===== config.mk =====
export PLATFORM = sky130hd
export DESIGN_NAME = kmwm_cell
export DESIGN_NICKNAME = d
export VERILOG_FILES = /design/src/kmwm_pkg.sv /design/src/kmwm_cell.sv
export SDC_FILE = /design/constraint.sdc
export NUM_CORES = 1
export LEC_CHECK = 0
export ABC_AREA = 1
export BUFFER_PORTS_ARGS = -buffer_cell sky130_fd_sc_hd__buf_4
export CORE_MARGIN = 1
export CORE_UTILIZATION = 47
export DETAILED_ROUTE_END_ITERATION = 12
export GPL_TIMING_DRIVEN = 0
export MAX_ROUTING_LAYER = met4
export PLACE_DENSITY = 0.85
export SETUP_SLACK_MARGIN = 0.1
export SKIP_CTS_REPAIR_TIMING = 1
export SLEW_MARGIN = 20
export SYNTH_ARGS = -nofsm -noshare
export SYNTH_HDL_FRONTEND = slang
export SYNTH_SLANG_ARGS = --single-unit

===== constraint.sdc =====
create_clock -name clk_i -period 3.7 [get_ports clk_i]
set_input_delay 0.74 -clock clk_i [delete_from_list [all_inputs] [get_ports clk_i]]
set_output_delay 0.74 -clock clk_i [all_outputs]
set_load 0.005 [all_outputs]

===== src/kmwm_pkg.sv =====
// ----------------------------------------------------------------------------
// kmwm_pkg: shared types and constants of the k-mismatch window matcher
// Request codes, register indexes, channel payloads and the control bundle
// that the top level broadcasts to the row of compare cells.
// ----------------------------------------------------------------------------
package kmwm_pkg;

  // default configuration of the cell row and of the position counter
  localparam int unsigned PATTERN_MAX_DEF   = 64;
  localparam int unsigned POSITION_BITS_DEF = 32;

  // configuration register port
  localparam int unsigned CFG_IDX_W  = 2;
  localparam int unsigned CFG_DATA_W = 7;

  // register reset values
  localparam logic [CFG_DATA_W-1:0] LEN_RESET    = 7'd64;
  localparam logic [CFG_DATA_W-1:0] BUDGET_RESET = 7'd6;

  // largest reported mismatch count
  localparam logic [6:0] COUNT_MAX = 7'd127;

  // request codes of an input item
  typedef enum logic [1:0] {
    REQ_PATTERN  = 2'd0,
    REQ_TEXT     = 2'd1,
    REQ_NEW_TEXT = 2'd2
  } req_e;

  // configuration register indexes
  typedef enum logic [CFG_IDX_W-1:0] {
    CFG_PATTERN_LENGTH  = 2'd0,
    CFG_MISMATCH_BUDGET = 2'd1
  } cfg_e;

  // input item
  typedef struct packed {
    logic [1:0] req_type;
    logic [7:0] byte_value;
  } in_t;

  // result item
  typedef struct packed {
    logic        match;
    logic [31:0] window_start;
    logic [6:0]  mismatch_count;
  } out_t;

  // control broadcast to every cell
  typedef struct packed {
    logic       step;       // shift text and counts by one byte
    logic [7:0] step_byte;  // byte compared in every cell on a step
    logic       pat_we;     // write pattern byte at the fill index
    logic [7:0] pat_byte;
    logic       res_adv;    // move the result row by one slot
    logic       inject;     // drop a finished count into the result row
  } ctl_t;

endpackage


===== src/kmwm_cell.sv =====
// ----------------------------------------------------------------------------
// kmwm_cell: one compare cell of the matcher row
// Holds one pattern byte, one text byte, the running mismatch count of the
// window that currently reaches this pattern offset, and one result slot.
// ----------------------------------------------------------------------------
module kmwm_cell #(
  parameter int unsigned IDX    = 0,
  parameter int unsigned FILL_W = 7,
  parameter int unsigned IDX_W  = 6,
  parameter int unsigned CNT_W  = 7
) (
  input  logic                 clk_i,
  input  logic                 rst_ni,
  input  kmwm_pkg::ctl_t       ctl_i,
  input  logic [FILL_W-1:0]    pat_fill_i,
  input  logic [IDX_W-1:0]     lm1_i,
  input  logic [31:0]          start_i,
  input  logic [7:0]           txt_i,
  output logic [7:0]           txt_o,
  input  logic [CNT_W-1:0]     cnt_i,
  output logic [CNT_W-1:0]     cnt_o,
  input  logic                 res_vld_i,
  input  logic [CNT_W-1:0]     res_cnt_i,
  input  logic [31:0]          res_start_i,
  output logic                 res_vld_o,
  output logic [CNT_W-1:0]     res_cnt_o,
  output logic [31:0]          res_start_o
);

  logic [7:0]       pat_q;
  logic [7:0]       txt_q;
  logic [CNT_W-1:0] cnt_q, cnt_d;
  logic             res_vld_q, res_vld_d;
  logic [CNT_W-1:0] res_cnt_q, res_cnt_d;
  logic [31:0]      res_start_q, res_start_d;
  logic             here;

  // add this offset's mismatch to the count handed over by the neighbor
  assign cnt_d = cnt_i + CNT_W'(ctl_i.step_byte != pat_q);

  // this cell closes the window when it sits at the last pattern offset
  assign here = (lm1_i == IDX_W'(IDX));

  // take a fresh result here, otherwise take the neighbor's slot
  always_comb begin
    if (ctl_i.inject && here) begin
      res_vld_d   = 1'b1;
      res_cnt_d   = cnt_d;
      res_start_d = start_i;
    end else begin
      res_vld_d   = res_vld_i;
      res_cnt_d   = res_cnt_i;
      res_start_d = res_start_i;
    end
  end

  // pattern byte, text byte, count and result valid
  always_ff @(posedge clk_i or negedge rst_ni) begin
    if (!rst_ni) begin
      pat_q     <= '0;
      txt_q     <= '0;
      cnt_q     <= '0;
      res_vld_q <= 1'b0;
    end else begin
      if (ctl_i.pat_we && (pat_fill_i == FILL_W'(IDX))) begin
        pat_q <= ctl_i.pat_byte;
      end
      if (ctl_i.step) begin
        txt_q <= txt_i;
        cnt_q <= cnt_d;
      end
      if (ctl_i.res_adv) begin
        res_vld_q <= res_vld_d;
      end
    end
  end

  // result payload
  always_ff @(posedge clk_i) begin
    if (ctl_i.res_adv) begin
      res_cnt_q   <= res_cnt_d;
      res_start_q <= res_start_d;
    end
  end

  assign txt_o       = txt_q;
  assign cnt_o       = cnt_q;
  assign res_vld_o   = res_vld_q;
  assign res_cnt_o   = res_cnt_q;
  assign res_start_o = res_start_q;

endmodule


After elaboration in Yosys (flattened, before gate mapping)

Index checks and enable logic that the tools add are counted.

Register bits: 63
Input port bits: 122
Output and inout bits: 55

Add/sub/neg operators: 1
Equal/unequal tests: 1
Multiplexer cells: 3
Reduce and logical (&&, ||, !) cells: 4

Operator list:

| operator             | number |
|---|---|
| two-way mux 32 bit   | 1 |
| != test 8 bit        | 1 |
| adder 7 x 1 -> 7 bit | 1 |
| logical NOT 7 bit    | 1 |
| two-way mux 7 bit    | 1 |
| logical NOT 6 bit    | 1 |
| logical AND 1 bit    | 2 |
| two-way mux 1 bit    | 1 |

Logic depth before layout (Yosys ltp)

Depth in word-level cells: 3
Mapped depth: 13
Mapped depth without buffers: 13

Worst setup path after synthesis

Ideal clock, no wire load.

Kind: input -> register
From: input port ctl_i[12] in the netlist's numbering
To: register res_cnt_q[2], in the netlist res_cnt_o[2] (data pin)
Library setup time: 258 ps
Arrival time: 1747 ps
Data required time: 3442 ps
Setup slack: 1695 ps
Stages on the path: 9
Buffers on the path: 0
Path through: xnor2_1 > nand2_1 > nor2_1 > nand2_1 > ha_1 > ha_1 > xor2_1 > nand2_1 > nand2_1

Word-level cells in the longest chain between the ends: 3

RTL lines:

| element                | line            | text |
|---|---|---|
| start: declaration     | kmwm_cell.sv:14 | `input kmwm_pkg::ctl_t ctl_i,` |
| != test 8 bit          | kmwm_cell.sv:39 | `assign cnt_d = cnt_i + CNT_W'(ctl_i.step_byte != pat_q);` |
| adder 7 x 1 -> 7 bit   | kmwm_cell.sv:39 |  |
| two-way mux 7 bit      | kmwm_cell.sv:46 | `if (ctl_i.inject && here) begin` |
| net res_cnt_d[2]       | kmwm_cell.sv:34 | `logic [CNT_W-1:0] res_cnt_q, res_cnt_d;` |
| end signal: assignment | kmwm_cell.sv:81 | `res_cnt_q <= res_cnt_d;` |
| end: declaration       | kmwm_cell.sv:34 |  |

The timed path passes the listed nets, and every way through them passes these cells.
A chain may end at the register's enable or synchronous reset.

Worst setup path in the final report

Same ends and word-level chain as after synthesis.

==> results.sh <==
export IMPL_synth_top_cell_by_area="edfxtp_1"
export IMPL_grt_pass1_wl_um=12700
export IMPL_setup_tns_ns=0
export IMPL_synth_seq_cells=63
export IMPL_netlist_instances=326
export IMPL_rsz0062_at_grt="no"
export IMPL_fin_crit_sh=0.5119
export IMPL_power_density_nw_per_um2=355.0
export IMPL_cp_end_kind="register"
export IMPL_worstSkewPairLatency_ns=0.34
export IMPL_ys_warn_count=0
export IMPL_peakVddDrop_v=0.0002738
export IMPL_synth_area_leaders="edfxtp_1, dfrtp_1, nand2_1"
export IMPL_grt_ovfl_total=0
export IMPL_area_sequential_um2=1772
export IMPL_final_util=0.7533
export IMPL_hold_worst_slack_ns=0.2938
export IMPL_worst_pin_slew_ns=0.5307
export IMPL_worst_setup_path_start_kind="input pin"
export IMPL_cp_arrival_ns=1.98
export IMPL_synth_top_cell_area_share=0.3895
export IMPL_drv_cap=0
export IMPL_hold_class="in2async"
export IMPL_seq_power_share=0.518
export IMPL_die_w_um=81.98
export IMPL_vias_per_cell=4.988
export IMPL_slew_limit_headroom=0.6462
export IMPL_finalWirelength_um=8627
export IMPL_clock_skew_final_ns=0.01200
export IMPL_placed_area_um2=4414
export IMPL_critical_path_required_ns=3.79
export IMPL_htreeDepth=3
export IMPL_avgSynthCellArea_um2=9.223
export IMPL_start_util=0.4961
export IMPL_clock_path_buffers=2
export IMPL_multiInputGateArea_um2=1081
export IMPL_dp_hpwl_um=6502
export IMPL_clkPwrFrac=0.298
export IMPL_core_um2=6061
export IMPL_cts_buffers=9
export IMPL_drive_gt1_frac=0.3907
export IMPL_fin_ws_ns=1.806
export IMPL_synth_fp_nets=450
export IMPL_place_ws_ns=1.447
export IMPL_worstSetupPathType="in2reg"
export IMPL_fill_cells=425
export IMPL_cts_tree="done"
export IMPL_crit_fanout=4
export IMPL_gr_usage_all_layers=0.2694
export IMPL_grt_max_degree=42
export IMPL_cts_clk_slew_worst_paths_ns=0.06
export IMPL_antenna_diode_count=0
export IMPL_power_share_switching=0.2427
export IMPL_power_frac_comb=0.184
export IMPL_route_detailed_drc=0
export IMPL_area_growth_pct=51.85
export IMPL_initialDrtViolationCount=143
export IMPL_clock_sinks=63
export IMPL_setup_viol=0
export IMPL_dieArea_um2=6721
export IMPL_postLayoutCellArea_um2=4566
export IMPL_fp_row_count=28
export IMPL_slew_violations=0
export IMPL_gp_congestion=0.8485
export IMPL_cts_root_buf="clkbuf_8"
export IMPL_p_total_mw=1.621
export IMPL_synth_cell_types=22
export IMPL_antenna_found_initial=0
export IMPL_grt_pass1_vias=2780
export IMPL_max_clock_freq_ghz=0.5280
export IMPL_num_vias=2953
export IMPL_dp_cells=576
export IMPL_post_route_min_period_ns=1.894
export IMPL_ant_nets=0
export IMPL_status="completed"
export IMPL_ys_seq_area_frac=0.5893
export IMPL_final_cells=592
export IMPL_dr_pass1_iters=5
export IMPL_wire_per_inst_um=14.57
export IMPL_p_sw_mw=0.3933
export IMPL_syn_area_um2=3007
export IMPL_hold_viol_final=0
export IMPL_power_internal_mw=1.227
export IMPL_pin_count=177
export IMPL_fp_dieH_um=81.98
export IMPL_portBuffers=175
export IMPL_p_leak_nw=2.250
export IMPL_nets=636
registers in the layout, indices dropped and copies added, names as in the netlist:
register	cells
res_start_o	32
pat_q	8
txt_o	8
cnt_o	7
res_cnt_o	7
res_vld_o	1
layout make-up:
| cell class | instances | area share |
|---|---|---|
| clock buffer | 13 | 0.03042 |
| buffer | 16 | 0.02549 |
| sequential | 63 | 0.3881 |
| clock inverter | 3 | 0.002740 |
| timing repair buffer | 175 | 0.2877 |
| inverter | 10 | 0.008221 |
| multi-input combinational | 237 | 0.2368 |
| tap | 75 | 0.02055 |
power by group through the flow:
stage          sequential, mW  clock, mW  combinational, mW
3_3_place_gp            0.849          0              0.290
2_1_floorplan           0.855          0             0.0779
4_1_cts                 0.839      0.495              0.300
6_report                0.839      0.484              0.298
5_1_grt                 0.845      0.523              0.328
3_5_place_dp            0.852          0              0.298
worst max-delay path: stages:
cell     delay (ns)
buf_4          0.11
xnor2_1        0.14
nand2_1        0.07
nor2_1         0.10
nand2_1        0.06
ha_1           0.20
ha_1           0.24
xor2_1         0.19
nand2_1        0.07
nand2_1        0.04
cell families after synthesis:
kind of cell,after synthesis,share of synthesized area
compound gates,41,0.06991
xor+xnor,10,0.02913
fa+ha+maj,2,0.008322
buf+inv,26,0.05119
flops,63,0.5893
simple gates,184,0.2522
routing by layer:
layer | share of wire | global-route usage | wire length [µm]
met5 | 0 | - | 0
met4 | 0.026 | 0.1211 | 221
met3 | 0.10 | 0.09444 | 868
met2 | 0.52 | 0.4620 | 4471
met1 | 0.36 | 0.2759 | 3066
worst paths after layout:
check                                          start                      to  slack, ns  cells past startpoint
worst min-delay path                          rst_ni    txt_o[7]$_DFFE_PN0P_       0.29                      1
min in group clk_i              txt_o[2]$_DFFE_PN0P_    txt_o[2]$_DFFE_PN0P_       0.47                      2
worst min register to register  txt_o[2]$_DFFE_PN0P_    txt_o[2]$_DFFE_PN0P_       0.47                      2
worst max-delay path                       ctl_i[12]  res_cnt_o[2]$_DFFE_PP_       1.81                     10
worst max register to register  pat_q[1]$_DFFE_PN0P_  res_cnt_o[2]$_DFFE_PP_       1.91                      9
max in group asynchronous                     rst_ni    cnt_o[1]$_DFFE_PN0P_       3.17                      1
layout by cell type, fill, tap and decap left out:
cell type / instances
nand2_2: 2
dfrtp_1: 24
nand3_1: 15
o21ai_1: 5
inv_1: 10
nor2_8: 1
nor2_4: 1
nor2_1: 11
edfxtp_1: 39
ha_1: 2
nand3_2: 2
clkbuf_8: 9
clkinv_2: 1
o21ai_0: 34
or2_1: 1
xnor2_1: 7
nand2_1: 149
buf_2: 3
xor2_1: 3
clkbuf_1: 10
o21bai_1: 2
buf_6: 7
nor2_2: 1
and2_0: 1
buf_4: 175
clkinv_1: 2
synthesized netlist by cell type:
cell type and instances:
dfrtp_1 24, o21ai_0 34, xnor2_1 7, buf_6 7, nor2_8 1, ha_1 2, nand3_2 2, nand3_1 15
xor2_1 3, nor2_4 1, or2_1 1, o21bai_1 2, nand2_1 149, clkbuf_1 6, edfxtp_1 39, o21ai_1 5
and2_0 1, buf_2 3, nor2_1 11, nand2_2 2, inv_1 10, nor2_2 1
No activity file was read; power rests on OpenSTA's default activity.
